==> config.mk <==
export PLATFORM = sky130hd
export DESIGN_NAME = pedestrian_crossing_light_controller_flat
export DESIGN_NICKNAME = d
export VERILOG_FILES = /design/src/pcl_pkg.sv /design/src/pcl_ifs.sv /design/src/pcl_csr.sv /design/src/pcl_core.sv /design/src/pedestrian_crossing_light_controller.sv /design/src/flat_wrapper.sv
export SDC_FILE = /design/constraint.sdc
export NUM_CORES = 1
export LEC_CHECK = 0
export ABC_CLOCK_PERIOD_IN_PS = 9200
export BUFFER_PORTS_ARGS = -buffer_cell sky130_fd_sc_hd__buf_2
export CAP_MARGIN = 15
export CORE_ASPECT_RATIO = 2
export CORE_UTILIZATION = 40
export CTS_CLUSTER_DIAMETER = 200
export DETAILED_ROUTE_END_ITERATION = 12
export GPL_TIMING_DRIVEN = 0
export PLACE_DENSITY = 0.62
export SETUP_SLACK_MARGIN = 0.15
export SLEW_MARGIN = 20
export SYNTH_ARGS = -nofsm -noshare
export SYNTH_HDL_FRONTEND = slang
export SYNTH_HIERARCHICAL = 1
export SYNTH_SLANG_ARGS = --single-unit
==> constraint.sdc <==
create_clock -name clock -period 9.2 [get_ports clock]
set_input_delay 0.92 -clock clock [delete_from_list [all_inputs] [get_ports clock]]
set_output_delay 0.92 -clock clock [all_outputs]
set_load 0.02 [all_outputs]
==> src/pcl_pkg.sv <==
// Shared types and constants of the pedestrian crossing light controller.
// No dependencies.
`timescale 1ns / 1ps

package pcl_pkg;

   localparam int TIME_BITS_DEFAULT = 32;

   localparam int CSR_INDEX_BITS = 3;
   localparam int STEP_BITS      = 16;
   localparam int DEBOUNCE_BITS  = 10;
   localparam int BEEP_BITS      = 16;
   localparam int COUNT_BITS     = 4;

   typedef enum logic [CSR_INDEX_BITS-1:0] {
      CSR_STEP_INTERVAL = 3'd0,
      CSR_DEBOUNCE      = 3'd1,
      CSR_IDLE_BEEP     = 3'd2,
      CSR_WALK_BEEP     = 3'd3,
      CSR_WAIT_START    = 3'd4,
      CSR_WALK_START    = 3'd5
   } csr_index_type;

   typedef enum logic [1:0] {
      PHASE_IDLE  = 2'd0,
      PHASE_WAIT  = 2'd1,
      PHASE_WALK  = 2'd2,
      PHASE_CLEAR = 2'd3
   } phase_type;

   typedef enum logic [2:0] {
      DISP_IDLE       = 3'd0,
      DISP_WAIT_COUNT = 3'd1,
      DISP_WALK       = 3'd2,
      DISP_WALK_COUNT = 3'd3,
      DISP_BLANK      = 3'd4
   } disp_mode_type;

   typedef enum logic {
      BEEP_LONG  = 1'b0,   // 500 Hz, 500 ms
      BEEP_SHORT = 1'b1    // 880 Hz, 250 ms
   } beep_kind_type;

   typedef struct packed {
      logic [STEP_BITS-1:0]     step_interval_ms;
      logic [DEBOUNCE_BITS-1:0] debounce_ms;
      logic [BEEP_BITS-1:0]     idle_beep_ms;
      logic [BEEP_BITS-1:0]     walk_beep_ms;
      logic [COUNT_BITS-1:0]    wait_start;
      logic [COUNT_BITS-1:0]    walk_start;
   } cfg_type;

   typedef struct packed {
      logic car_red;
      logic car_yellow;
      logic car_green;
      logic ped_red;
      logic ped_green;
   } lamp_type;

   typedef struct packed {
      lamp_type              lamps;
      logic                  beep_start;
      beep_kind_type         beep_kind;
      logic                  beep_stop;
      disp_mode_type         display_mode;
      logic [COUNT_BITS-1:0] display_value;
   } rsp_type;

   localparam lamp_type LAMPS_OFF   = '{1'b0, 1'b0, 1'b0, 1'b0, 1'b0};
   localparam lamp_type LAMPS_CARS  = '{1'b0, 1'b0, 1'b1, 1'b1, 1'b0};
   localparam lamp_type LAMPS_WALK  = '{1'b1, 1'b0, 1'b0, 1'b0, 1'b1};
   localparam lamp_type LAMPS_CLEAR = '{1'b1, 1'b1, 1'b0, 1'b1, 1'b0};

   localparam logic [STEP_BITS-1:0]     STEP_INTERVAL_RESET = 16'd1000;
   localparam logic [DEBOUNCE_BITS-1:0] DEBOUNCE_RESET      = 10'd50;
   localparam logic [BEEP_BITS-1:0]     IDLE_BEEP_RESET     = 16'd1000;
   localparam logic [BEEP_BITS-1:0]     WALK_BEEP_RESET     = 16'd250;
   localparam logic [COUNT_BITS-1:0]    WAIT_START_RESET    = 4'd5;
   localparam logic [COUNT_BITS-1:0]    WALK_START_RESET    = 4'd5;

   // Wait counter is signed: one extra bit so it can reach -1.
   localparam logic [COUNT_BITS:0]      WAIT_LEFT_RESET     = 5'd5;
   localparam logic [COUNT_BITS-1:0]    WALK_LEFT_RESET     = 4'd5;

endpackage

==> src/pcl_ifs.sv <==
// Valid/ready channel interfaces of the pedestrian crossing light controller.
// Depends on pcl_pkg.
`timescale 1ns / 1ps

interface pcl_req_if;
   logic valid;
   logic ready;
   logic button_level;

   modport source (output valid, output button_level, input ready);
   modport sink   (input valid, input button_level, output ready);
endinterface

interface pcl_rsp_if;
   logic                           valid;
   logic                           ready;
   logic                           car_red;
   logic                           car_yellow;
   logic                           car_green;
   logic                           ped_red;
   logic                           ped_green;
   logic                           beep_start;
   logic                           beep_kind;
   logic                           beep_stop;
   logic [2:0]                     display_mode;
   logic [pcl_pkg::COUNT_BITS-1:0] display_value;

   modport source (output valid, output car_red, output car_yellow, output car_green,
                   output ped_red, output ped_green, output beep_start, output beep_kind,
                   output beep_stop, output display_mode, output display_value,
                   input ready);
   modport sink   (input valid, input car_red, input car_yellow, input car_green,
                   input ped_red, input ped_green, input beep_start, input beep_kind,
                   input beep_stop, input display_mode, input display_value,
                   output ready);
endinterface

interface pcl_csr_if;
   logic                               valid;
   logic                               ready;
   logic [pcl_pkg::CSR_INDEX_BITS-1:0] index;
   logic [pcl_pkg::STEP_BITS-1:0]      data;

   modport source (output valid, output index, output data, input ready);
   modport sink   (input valid, input index, input data, output ready);
endinterface

==> src/pcl_csr.sv <==
// Configuration register file of the pedestrian crossing light controller.
// Depends on pcl_pkg and pcl_csr_if.
`timescale 1ns / 1ps

module pcl_csr (
   input  logic             clock,
   input  logic             reset,
   pcl_csr_if.sink          csr_bus,
   output pcl_pkg::cfg_type cfg
);

   pcl_pkg::cfg_type cfg_ff;
   pcl_pkg::cfg_type cfg_in;

   assign csr_bus.ready = 1'b1;
   assign cfg           = cfg_ff;

   always_comb begin
      cfg_in = cfg_ff;
      if (csr_bus.valid) begin
         unique case (pcl_pkg::csr_index_type'(csr_bus.index))
            pcl_pkg::CSR_STEP_INTERVAL: cfg_in.step_interval_ms = csr_bus.data;
            pcl_pkg::CSR_DEBOUNCE:
               cfg_in.debounce_ms = csr_bus.data[pcl_pkg::DEBOUNCE_BITS-1:0];
            pcl_pkg::CSR_IDLE_BEEP:     cfg_in.idle_beep_ms = csr_bus.data;
            pcl_pkg::CSR_WALK_BEEP:     cfg_in.walk_beep_ms = csr_bus.data;
            pcl_pkg::CSR_WAIT_START:
               cfg_in.wait_start = csr_bus.data[pcl_pkg::COUNT_BITS-1:0];
            pcl_pkg::CSR_WALK_START:
               cfg_in.walk_start = csr_bus.data[pcl_pkg::COUNT_BITS-1:0];
            default: ;   // unused indexes are dropped
         endcase
      end
   end

   always_ff @(posedge clock) begin
      if (reset) begin
         cfg_ff.step_interval_ms <= pcl_pkg::STEP_INTERVAL_RESET;
         cfg_ff.debounce_ms      <= pcl_pkg::DEBOUNCE_RESET;
         cfg_ff.idle_beep_ms     <= pcl_pkg::IDLE_BEEP_RESET;
         cfg_ff.walk_beep_ms     <= pcl_pkg::WALK_BEEP_RESET;
         cfg_ff.wait_start       <= pcl_pkg::WAIT_START_RESET;
         cfg_ff.walk_start       <= pcl_pkg::WALK_START_RESET;
      end else begin
         cfg_ff <= cfg_in;
      end
   end

endmodule

==> src/pcl_core.sv <==
// Per-tick controller state and its single-pass next-state logic.
// Depends on pcl_pkg.
`timescale 1ns / 1ps

module pcl_core #(
   parameter int TIME_BITS = pcl_pkg::TIME_BITS_DEFAULT
) (
   input  logic             clock,
   input  logic             reset,
   input  logic             tick_en,       // process one tick this cycle
   input  logic             button_level,  // 0 = pressed
   input  pcl_pkg::cfg_type cfg,
   output pcl_pkg::rsp_type result         // result of the tick being processed
);

   localparam int CB = pcl_pkg::COUNT_BITS;

   logic [TIME_BITS-1:0]            time_ff, time_in;
   logic [TIME_BITS-1:0]            last_press_ff, last_press_in;
   logic [TIME_BITS-1:0]            last_step_ff, last_step_in;
   logic [TIME_BITS-1:0]            last_beep_ff, last_beep_in;
   logic                            held_ff, held_in;
   pcl_pkg::phase_type              phase_ff, phase_in;
   logic [CB:0]                     wait_left_ff, wait_left_in;
   logic [CB-1:0]                   walk_left_ff, walk_left_in;
   logic [pcl_pkg::STEP_BITS-1:0]   clear_left_ff, clear_left_in;
   pcl_pkg::lamp_type               lamps_ff, lamps_in;
   pcl_pkg::disp_mode_type          disp_mode_ff, disp_mode_in;
   logic [CB-1:0]                   disp_value_ff, disp_value_in;

   logic                            sample;
   logic                            press;
   pcl_pkg::phase_type              cur_phase;
   logic                            step_due;
   logic                            idle_beep_due;
   logic                            walk_beep_due;
   logic                            beep_start;
   pcl_pkg::beep_kind_type          beep_kind;
   logic                            beep_stop;

   // Shared conditions; time differences wrap.
   assign sample    = (phase_ff != pcl_pkg::PHASE_CLEAR);
   assign press     = sample && !button_level && !held_ff &&
                      ((time_ff - last_press_ff) > TIME_BITS'(cfg.debounce_ms));
   assign cur_phase = press ? pcl_pkg::PHASE_WAIT : phase_ff;
   assign step_due  = (time_ff - last_step_ff) >= TIME_BITS'(cfg.step_interval_ms);
   assign idle_beep_due = (time_ff - last_beep_ff) >= TIME_BITS'(cfg.idle_beep_ms);
   assign walk_beep_due = (time_ff - last_beep_ff) >= TIME_BITS'(cfg.walk_beep_ms);

   // Next state: phase, counters and timestamps.
   always_comb begin
      time_in       = time_ff + TIME_BITS'(1);
      last_press_in = press ? time_ff : last_press_ff;
      held_in       = held_ff;
      if (press) begin
         held_in = 1'b1;
      end else if (sample && button_level) begin
         held_in = 1'b0;
      end
      phase_in      = cur_phase;
      last_step_in  = last_step_ff;
      last_beep_in  = last_beep_ff;
      wait_left_in  = wait_left_ff;
      walk_left_in  = walk_left_ff;
      clear_left_in = clear_left_ff;
      unique case (cur_phase)
         pcl_pkg::PHASE_IDLE: begin
            if (idle_beep_due) begin
               last_beep_in = time_ff;
            end
         end
         pcl_pkg::PHASE_WAIT: begin
            if (step_due) begin
               last_step_in = time_ff;
               if (!wait_left_ff[CB]) begin
                  wait_left_in = wait_left_ff - (CB+1)'(1);
               end else begin
                  phase_in     = pcl_pkg::PHASE_WALK;
                  wait_left_in = {1'b0, cfg.wait_start};
               end
            end
         end
         pcl_pkg::PHASE_WALK: begin
            if (step_due) begin
               last_step_in = time_ff;
               if (walk_left_ff != '0) begin
                  walk_left_in = walk_left_ff - CB'(1);
               end else begin
                  phase_in      = pcl_pkg::PHASE_CLEAR;
                  walk_left_in  = cfg.walk_start;
                  clear_left_in = cfg.step_interval_ms;
               end
            end
            if (walk_beep_due) begin
               last_beep_in = time_ff;
            end
         end
         pcl_pkg::PHASE_CLEAR: begin
            if (clear_left_ff[pcl_pkg::STEP_BITS-1:1] == '0) begin
               clear_left_in = '0;
               phase_in      = pcl_pkg::PHASE_IDLE;
            end else begin
               clear_left_in = clear_left_ff - pcl_pkg::STEP_BITS'(1);
            end
         end
         default: ;
      endcase
   end

   // Outputs: lamps, display and buzzer pulses.
   always_comb begin
      lamps_in      = lamps_ff;
      disp_mode_in  = disp_mode_ff;
      disp_value_in = disp_value_ff;
      beep_start    = 1'b0;
      beep_kind     = pcl_pkg::BEEP_LONG;
      beep_stop     = 1'b0;
      unique case (cur_phase)
         pcl_pkg::PHASE_IDLE: begin
            lamps_in      = pcl_pkg::LAMPS_CARS;
            disp_mode_in  = pcl_pkg::DISP_IDLE;
            disp_value_in = '0;
            beep_start    = idle_beep_due;
         end
         pcl_pkg::PHASE_WAIT: begin
            // lamps are not redrawn while waiting
            if (step_due && !wait_left_ff[CB]) begin
               disp_mode_in  = pcl_pkg::DISP_WAIT_COUNT;
               disp_value_in = wait_left_ff[CB-1:0];
               beep_start    = 1'b1;
            end
         end
         pcl_pkg::PHASE_WALK: begin
            lamps_in      = pcl_pkg::LAMPS_WALK;
            disp_mode_in  = pcl_pkg::DISP_WALK;
            disp_value_in = '0;
            if (step_due) begin
               if (walk_left_ff != '0) begin
                  disp_mode_in  = pcl_pkg::DISP_WALK_COUNT;
                  disp_value_in = walk_left_ff;
               end else begin
                  beep_stop     = 1'b1;
                  lamps_in      = pcl_pkg::LAMPS_CLEAR;
                  disp_mode_in  = pcl_pkg::DISP_BLANK;
                  disp_value_in = '0;
               end
            end
            if (walk_beep_due) begin
               beep_start = 1'b1;
               beep_kind  = pcl_pkg::BEEP_SHORT;
            end
         end
         pcl_pkg::PHASE_CLEAR: begin
            lamps_in      = pcl_pkg::LAMPS_CLEAR;
            disp_mode_in  = pcl_pkg::DISP_BLANK;
            disp_value_in = '0;
         end
         default: ;
      endcase
   end

   always_comb begin
      result.lamps         = lamps_in;
      result.beep_start    = beep_start;
      result.beep_kind     = beep_kind;
      result.beep_stop     = beep_stop;
      result.display_mode  = disp_mode_in;
      result.display_value = (disp_mode_in == pcl_pkg::DISP_WAIT_COUNT ||
                              disp_mode_in == pcl_pkg::DISP_WALK_COUNT) ?
                             disp_value_in : '0;
   end

   always_ff @(posedge clock) begin
      if (reset) begin
         time_ff       <= '0;
         last_press_ff <= '0;
         last_step_ff  <= '0;
         last_beep_ff  <= '0;
         held_ff       <= 1'b0;
         phase_ff      <= pcl_pkg::PHASE_IDLE;
         wait_left_ff  <= pcl_pkg::WAIT_LEFT_RESET;
         walk_left_ff  <= pcl_pkg::WALK_LEFT_RESET;
         clear_left_ff <= '0;
         lamps_ff      <= pcl_pkg::LAMPS_OFF;
         disp_mode_ff  <= pcl_pkg::DISP_BLANK;
         disp_value_ff <= '0;
      end else if (tick_en) begin
         time_ff       <= time_in;
         last_press_ff <= last_press_in;
         last_step_ff  <= last_step_in;
         last_beep_ff  <= last_beep_in;
         held_ff       <= held_in;
         phase_ff      <= phase_in;
         wait_left_ff  <= wait_left_in;
         walk_left_ff  <= walk_left_in;
         clear_left_ff <= clear_left_in;
         lamps_ff      <= lamps_in;
         disp_mode_ff  <= disp_mode_in;
         disp_value_ff <= disp_value_in;
      end
   end

endmodule

==> src/pedestrian_crossing_light_controller.sv <==
// Pedestrian crossing light controller. Each req_ transfer is one millisecond
// tick carrying the push-button level (0 = pressed); each tick yields exactly one
// rsp_ transfer with the five lamp bits, buzzer start/stop pulses with the tone
// kind, and a display mode and countdown value. Phases run idle (cars green,
// periodic long beep) -> wait countdown from wait_start to 0 -> walk countdown
// from walk_start to 1 with short beeps -> clearance (car red and yellow) for
// step_interval_ms ticks -> idle. Throughput is one tick per clock while the
// output is not held by rsp_ready: the tick is captured in an input register,
// the whole phase/timer update is one pass of combinational logic in pcl_core,
// and the result lands in an output register that drives rsp_valid. The output
// register stalls on rsp_ready without losing ticks; req_ready drops only while
// both registers are full and the output is held. Registers are written through
// the csr_ channel (always ready) and should only change while no tick is in
// flight. Depends on pcl_pkg, the pcl_*_if interfaces, pcl_csr and pcl_core.
`timescale 1ns / 1ps

module pedestrian_crossing_light_controller #(
   // Width of the millisecond time base; all timestamp differences wrap at it.
   parameter int TIME_BITS = pcl_pkg::TIME_BITS_DEFAULT
) (
   input logic        clock,
   input logic        reset,
   pcl_req_if.sink    req_bus,
   pcl_rsp_if.source  rsp_bus,
   pcl_csr_if.sink    csr_bus
);

   pcl_pkg::cfg_type cfg;
   pcl_pkg::rsp_type core_result;

   // Input register: one tick waiting for the core.
   logic             in_valid_ff, in_valid_in;
   logic             in_level_ff;

   // Output register: one finished result waiting for the sink.
   logic             out_valid_ff, out_valid_in;
   pcl_pkg::rsp_type out_data_ff;

   logic             advance;   // core may process the held tick this cycle
   logic             tick_en;

   assign advance       = !out_valid_ff || rsp_bus.ready;
   assign tick_en       = in_valid_ff && advance;
   assign req_bus.ready = !in_valid_ff || advance;

   always_comb begin
      in_valid_in = in_valid_ff;
      if (req_bus.valid && req_bus.ready) begin
         in_valid_in = 1'b1;
      end else if (tick_en) begin
         in_valid_in = 1'b0;
      end
      out_valid_in = out_valid_ff;
      if (tick_en) begin
         out_valid_in = 1'b1;
      end else if (rsp_bus.ready) begin
         out_valid_in = 1'b0;
      end
   end

   always_ff @(posedge clock) begin
      if (reset) begin
         in_valid_ff  <= 1'b0;
         out_valid_ff <= 1'b0;
      end else begin
         in_valid_ff  <= in_valid_in;
         out_valid_ff <= out_valid_in;
      end
   end

   // Payload registers need no reset.
   always_ff @(posedge clock) begin
      if (req_bus.valid && req_bus.ready) begin
         in_level_ff <= req_bus.button_level;
      end
      if (tick_en) begin
         out_data_ff <= core_result;
      end
   end

   pcl_csr u_csr (
      .clock   (clock),
      .reset   (reset),
      .csr_bus (csr_bus),
      .cfg     (cfg)
   );

   pcl_core #(
      .TIME_BITS (TIME_BITS)
   ) u_core (
      .clock        (clock),
      .reset        (reset),
      .tick_en      (tick_en),
      .button_level (in_level_ff),
      .cfg          (cfg),
      .result       (core_result)
   );

   assign rsp_bus.valid         = out_valid_ff;
   assign rsp_bus.car_red       = out_data_ff.lamps.car_red;
   assign rsp_bus.car_yellow    = out_data_ff.lamps.car_yellow;
   assign rsp_bus.car_green     = out_data_ff.lamps.car_green;
   assign rsp_bus.ped_red       = out_data_ff.lamps.ped_red;
   assign rsp_bus.ped_green     = out_data_ff.lamps.ped_green;
   assign rsp_bus.beep_start    = out_data_ff.beep_start;
   assign rsp_bus.beep_kind     = out_data_ff.beep_kind;
   assign rsp_bus.beep_stop     = out_data_ff.beep_stop;
   assign rsp_bus.display_mode  = out_data_ff.display_mode;
   assign rsp_bus.display_value = out_data_ff.display_value;

endmodule

==> src/flat_wrapper.sv <==
// flat-port wrapper written by rule: the top's interface ports become plain ports
module pedestrian_crossing_light_controller_flat 
#(
                                                                               
   parameter int TIME_BITS = pcl_pkg::TIME_BITS_DEFAULT
)
  (clock, reset, req_bus_valid, req_bus_button_level, req_bus_ready, rsp_bus_valid, rsp_bus_car_red, rsp_bus_car_yellow, rsp_bus_car_green, rsp_bus_ped_red, rsp_bus_ped_green, rsp_bus_beep_start, rsp_bus_beep_kind, rsp_bus_beep_stop, rsp_bus_display_mode, rsp_bus_display_value, rsp_bus_ready, csr_bus_valid, csr_bus_index, csr_bus_data, csr_bus_ready);
  pcl_req_if req_bus_i ();
  pcl_rsp_if rsp_bus_i ();
  pcl_csr_if csr_bus_i ();
  input logic clock;
  input logic reset;
  input wire logic [$bits(req_bus_i.valid)-1:0] req_bus_valid;
  input wire logic [$bits(req_bus_i.button_level)-1:0] req_bus_button_level;
  output wire logic [$bits(req_bus_i.ready)-1:0] req_bus_ready;
  output wire logic [$bits(rsp_bus_i.valid)-1:0] rsp_bus_valid;
  output wire logic [$bits(rsp_bus_i.car_red)-1:0] rsp_bus_car_red;
  output wire logic [$bits(rsp_bus_i.car_yellow)-1:0] rsp_bus_car_yellow;
  output wire logic [$bits(rsp_bus_i.car_green)-1:0] rsp_bus_car_green;
  output wire logic [$bits(rsp_bus_i.ped_red)-1:0] rsp_bus_ped_red;
  output wire logic [$bits(rsp_bus_i.ped_green)-1:0] rsp_bus_ped_green;
  output wire logic [$bits(rsp_bus_i.beep_start)-1:0] rsp_bus_beep_start;
  output wire logic [$bits(rsp_bus_i.beep_kind)-1:0] rsp_bus_beep_kind;
  output wire logic [$bits(rsp_bus_i.beep_stop)-1:0] rsp_bus_beep_stop;
  output wire logic [$bits(rsp_bus_i.display_mode)-1:0] rsp_bus_display_mode;
  output wire logic [$bits(rsp_bus_i.display_value)-1:0] rsp_bus_display_value;
  input wire logic [$bits(rsp_bus_i.ready)-1:0] rsp_bus_ready;
  input wire logic [$bits(csr_bus_i.valid)-1:0] csr_bus_valid;
  input wire logic [$bits(csr_bus_i.index)-1:0] csr_bus_index;
  input wire logic [$bits(csr_bus_i.data)-1:0] csr_bus_data;
  output wire logic [$bits(csr_bus_i.ready)-1:0] csr_bus_ready;
  assign req_bus_i.valid = req_bus_valid;
  assign req_bus_i.button_level = req_bus_button_level;
  assign req_bus_ready = req_bus_i.ready;
  assign rsp_bus_valid = rsp_bus_i.valid;
  assign rsp_bus_car_red = rsp_bus_i.car_red;
  assign rsp_bus_car_yellow = rsp_bus_i.car_yellow;
  assign rsp_bus_car_green = rsp_bus_i.car_green;
  assign rsp_bus_ped_red = rsp_bus_i.ped_red;
  assign rsp_bus_ped_green = rsp_bus_i.ped_green;
  assign rsp_bus_beep_start = rsp_bus_i.beep_start;
  assign rsp_bus_beep_kind = rsp_bus_i.beep_kind;
  assign rsp_bus_beep_stop = rsp_bus_i.beep_stop;
  assign rsp_bus_display_mode = rsp_bus_i.display_mode;
  assign rsp_bus_display_value = rsp_bus_i.display_value;
  assign rsp_bus_i.ready = rsp_bus_ready;
  assign csr_bus_i.valid = csr_bus_valid;
  assign csr_bus_i.index = csr_bus_index;
  assign csr_bus_i.data = csr_bus_data;
  assign csr_bus_ready = csr_bus_i.ready;
  pedestrian_crossing_light_controller #(.TIME_BITS(TIME_BITS)) u_core (.clock(clock), .reset(reset), .req_bus(req_bus_i), .rsp_bus(rsp_bus_i), .csr_bus(csr_bus_i));
endmodule
==> impl_results.md <==
- Crit path max-delay family: compound AO/OA/AOI/OAI gates
- Status: completed
- Worst Path Required: between 9 and 10 ns
- Hold Crit Class: flip-flop to flip-flop
- Largest cells by area after synthesis: dfxtp_1 26%, ha_1 11%, mux2i_1 9.5%
- Synthesis-to-finish area growth: 9.58%
- Worst Path Max Fanout: 13
- Number of setup buffers added after CTS: 0
- CTS tree: built
- CTS sink count: 252
- Setup TNS: 0 ns
- Initial antenna violation count: 0
- Die width: roughly 150 µm
- Top cell type's share of synthesized area: about a quarter
- Max VDD drop: 112 µV
- Pwr dens: between 100 and 150 mW/mm²
- Die Footprint: around 0.047 mm²
- Clock Tree Buf Depth: 3
- DR vias/cell: 5.76
- Starting density of the core: between 40% and 50%
- Vias in the first global route: around 17000
- Critical path capture point type: flip-flop
- Total gr overflow: 0
- Area of the core: 0.0450 mm²
- Slew @ Worst Pin: ~0.99 ns
- H-Tree Depth: 1
- Mapped cell area: around 0.018 mm²
- Mapped Cells: ~2300
- Yosys reg bits: 252
- Number of synthesized flops with an enable pin: 16
- Maxcap violations: 0
- Reg clk slew, reported paths: approximately 0.070 ns
- Leakage: 8.82 nW
- IO buf count: 37
- Period utilization: about 87%
- Mapped Nets: roughly 2500
- WP buf/inv: 4
- ANT nets after route: 0
- Final setup fails: 0
- Final-report max-slew violation count: 0
- Unique masters post-synth: between 90 and 100
- Layout fillers: around 4500
- Clk_skew: 0.0162 ns
- First-pass GRT wire length: ~94000 µm
- Worst slew margin: 33.3%
- Io pins: between 40 and 50
- FP Rows: 110
- Largest net degree at the start of global routing: 24
- CTS resizes: 0
- GRT Total Usage: about a quarter
- Ys Warns: 6
- Setup crit start kind: flip-flop
- Share of cells above drive strength 1: 5.82%
- Crit Path Class: flip-flop to flip-flop
- Largest stage delay on the critical path: slightly below 0.8 ns
- Clock root cell: clkbuf_16
- Final Hold Viols: 0
- DP HPWL: between 40000 and 50000 µm
- CTS Hold Bufs: 0
- Die Span Y: between 300 and 400 µm
- Gpl congestion: between 0.9 and 1
- Post-route DRC violation count: 0
- RSZ-0062 raised after global routing: no
- Main flop type after synthesis: dfxtp_1
- Avg Cell Area, Syn: 7.99 µm²
- Max Freq: roughly 120 MHz
- Drt wl/cell: about 21 µm
- NumNets Final: 2539
- DR iter-0 viols: around 900
- Vias after detailed routing: about 17000
- Total CTS buffers: 25
- Post-layout power: about 0.0026 W
- Slowest cell on crit path: a31oi_1
- Post-synth top area cell: dfxtp_1
- Clk_lat worst skew: roughly 0.56 ns
- Register area share after synthesis: 28.5%
- Routed WL: slightly above 60000 µm
- First-pass iteration count of the detailed router: 5
- Ant. Diodes: 0
- Arrival time of the worst setup path: 8.44 ns
- Asr flop ratio synth: 0%
- Final min period: about 8 ns
cells in the mapped netlist, types with 19 or more instances:
library cell,count
nand2b_1,71
nand4_1,25
mux2i_1,173
nor3_1,38
a21oi_1,141
nand2_1,217
nand3_1,59
clkbuf_1,77
ha_1,158
xnor2_1,43
o21ai_0,117
a21o_1,43
o21a_1,19
and3_1,25
buf_2,24
dfxtp_1,236
inv_1,197
o211ai_1,20
nor2_1,226
xor2_1,54
cells in the final DEF (no fill, tap or decap), types with 19 or more instances in the layout:
cell and instances:
a21o_1 43, a21oi_1 141, and3_1 25, buf_2 61
clkbuf_1 82, clkbuf_16 26, dfxtp_1 236, ha_1 158
inv_1 197, mux2i_1 173, nand2_1 217, nand2b_1 71
nand3_1 59, nand4_1 25, nor2_1 226, nor3_1 38
o211ai_1 20, o21a_1 19, o21ai_0 117, xnor2_1 43
xor2_1 54
kinds of logic (layout without fill, tap and decap cells):
family	Yosys count	after routing	synth area share, %
DFF	252	252	28.5
xor gates and xnor gates	97	97	4.65
and+or+nand+nor	762	762	20.1
buffers and inverters	315	398	6.93
adders and majority gates	161	161	11.1
other	1	1	0.0205
muxes	175	175	9.60
AOI/OAI and AO/OA	526	526	19.1
path summary, 6_finish.rpt:
| path | from | to | slack [ns] | cells past startpoint |
|---|---|---|---|---|
| hold reg to reg | u_core/u_core/last_press_ff[27] | u_core/u_core/last_press_ff[27] | 0.46 | 2 |
| setup / recovery | u_core/u_core/time_ff[1] | u_core/u_core/last_beep_ff[12] | 1.18 | 25 |
| setup reg to reg | u_core/u_core/time_ff[1] | u_core/u_core/last_beep_ff[12] | 1.18 | 25 |
| hold / removal | u_core/u_core/last_press_ff[27] | u_core/u_core/last_press_ff[27] | 0.46 | 2 |
metrics by stage:
stage	utilization, %	area [µm²]	hold WS [ns]	std cells	setup slack (ns)
floorplan	-	18300	0.435	2289	3.28
global placement	42.6	19200	0.444	2886	1.40
detailed placement	42.6	19200	0.450	2886	1.28
CTS	44.5	20000	0.463	2932	1.24
global route	44.5	20000	0.476	2932	0.698
finish	44.5	20000	0.464	2932	1.18
sequential cells by signal (all words and copies together), names as in the netlist, 2 cells and up:
| register | count |
|---|---|
| u_core/u_core/wait_left_ff | 5 |
| u_core/u_core/clear_left_ff | 16 |
| u_core/u_core/disp_mode_ff | 3 |
| u_core/u_core/phase_ff | 2 |
| u_core/u_core/walk_left_ff | 4 |
| u_core/u_core/last_beep_ff | 32 |
| u_core/rsp_bus.display_value | 4 |
| u_core/u_core/disp_value_ff | 4 |
| u_core/u_core/time_ff | 32 |
| u_core/rsp_bus.display_mode | 3 |
| u_core/u_core/last_step_ff | 32 |
| u_core/u_core/last_press_ff | 32 |
| u_core/u_csr/cfg | 66 |
| u_core/u_core/lamps_ff | 5 |
power by group:
group | internal [W] | switching [W] | total (W)
clock | 0.000636 | 0.000464 | 0.00110
sequential | 0.00112 | 0.0000123 | 0.00113
combinational | 0.000147 | 0.000256 | 0.000404
final cells by class:
class / instances / area (µm²) / area share (%)
Clock buffer: 35 / 724 / 3.62
Multi-Input combinational cell: 1722 / 11800 / 58.9
Clock inverter: 11 / 140 / 0.700
Sequential cell: 252 / 5200 / 26.0
Buffer: 116 / 520 / 2.60
Inverter: 199 / 747 / 3.73
Timing Repair Buffer: 37 / 185 / 0.924
Tap cell: 560 / 701 / 3.50
worst register-to-register path: stages, from the launching register on:
cell	delay, ns
dfxtp_1	0.72
inv_1	0.14
fa_1	0.46
nor2b_1	0.22
o2111a_1	0.22
nor2_1	0.11
xnor2_1	0.22
ha_1	0.28
a21o_1	0.15
a2111oi_0	0.59
o211ai_1	0.31
a22oi_1	0.23
nand4_1	0.10
nor4_1	0.35
nand3_1	0.19
or4_1	0.59
o31ai_4	0.39
nand2b_1	0.14
inv_1	0.10
ha_1	0.15
clkbuf_1	0.39
o21ai_0	0.26
a31oi_1	0.79
buf_2	0.45
mux2i_1	0.25
nor2_1	0.05
routing by layer:
layer  routed length (µm)  up-vias  global-route usage (%)
met5                    0        -                       0
met3                 2130      230                    2.22
met2                32500      485                    50.7
met1                20800     7981                    23.9
met4                 5720        0                    22.0
li1                     -     8205                       -
No activity file was read; power rests on OpenSTA's default activity.
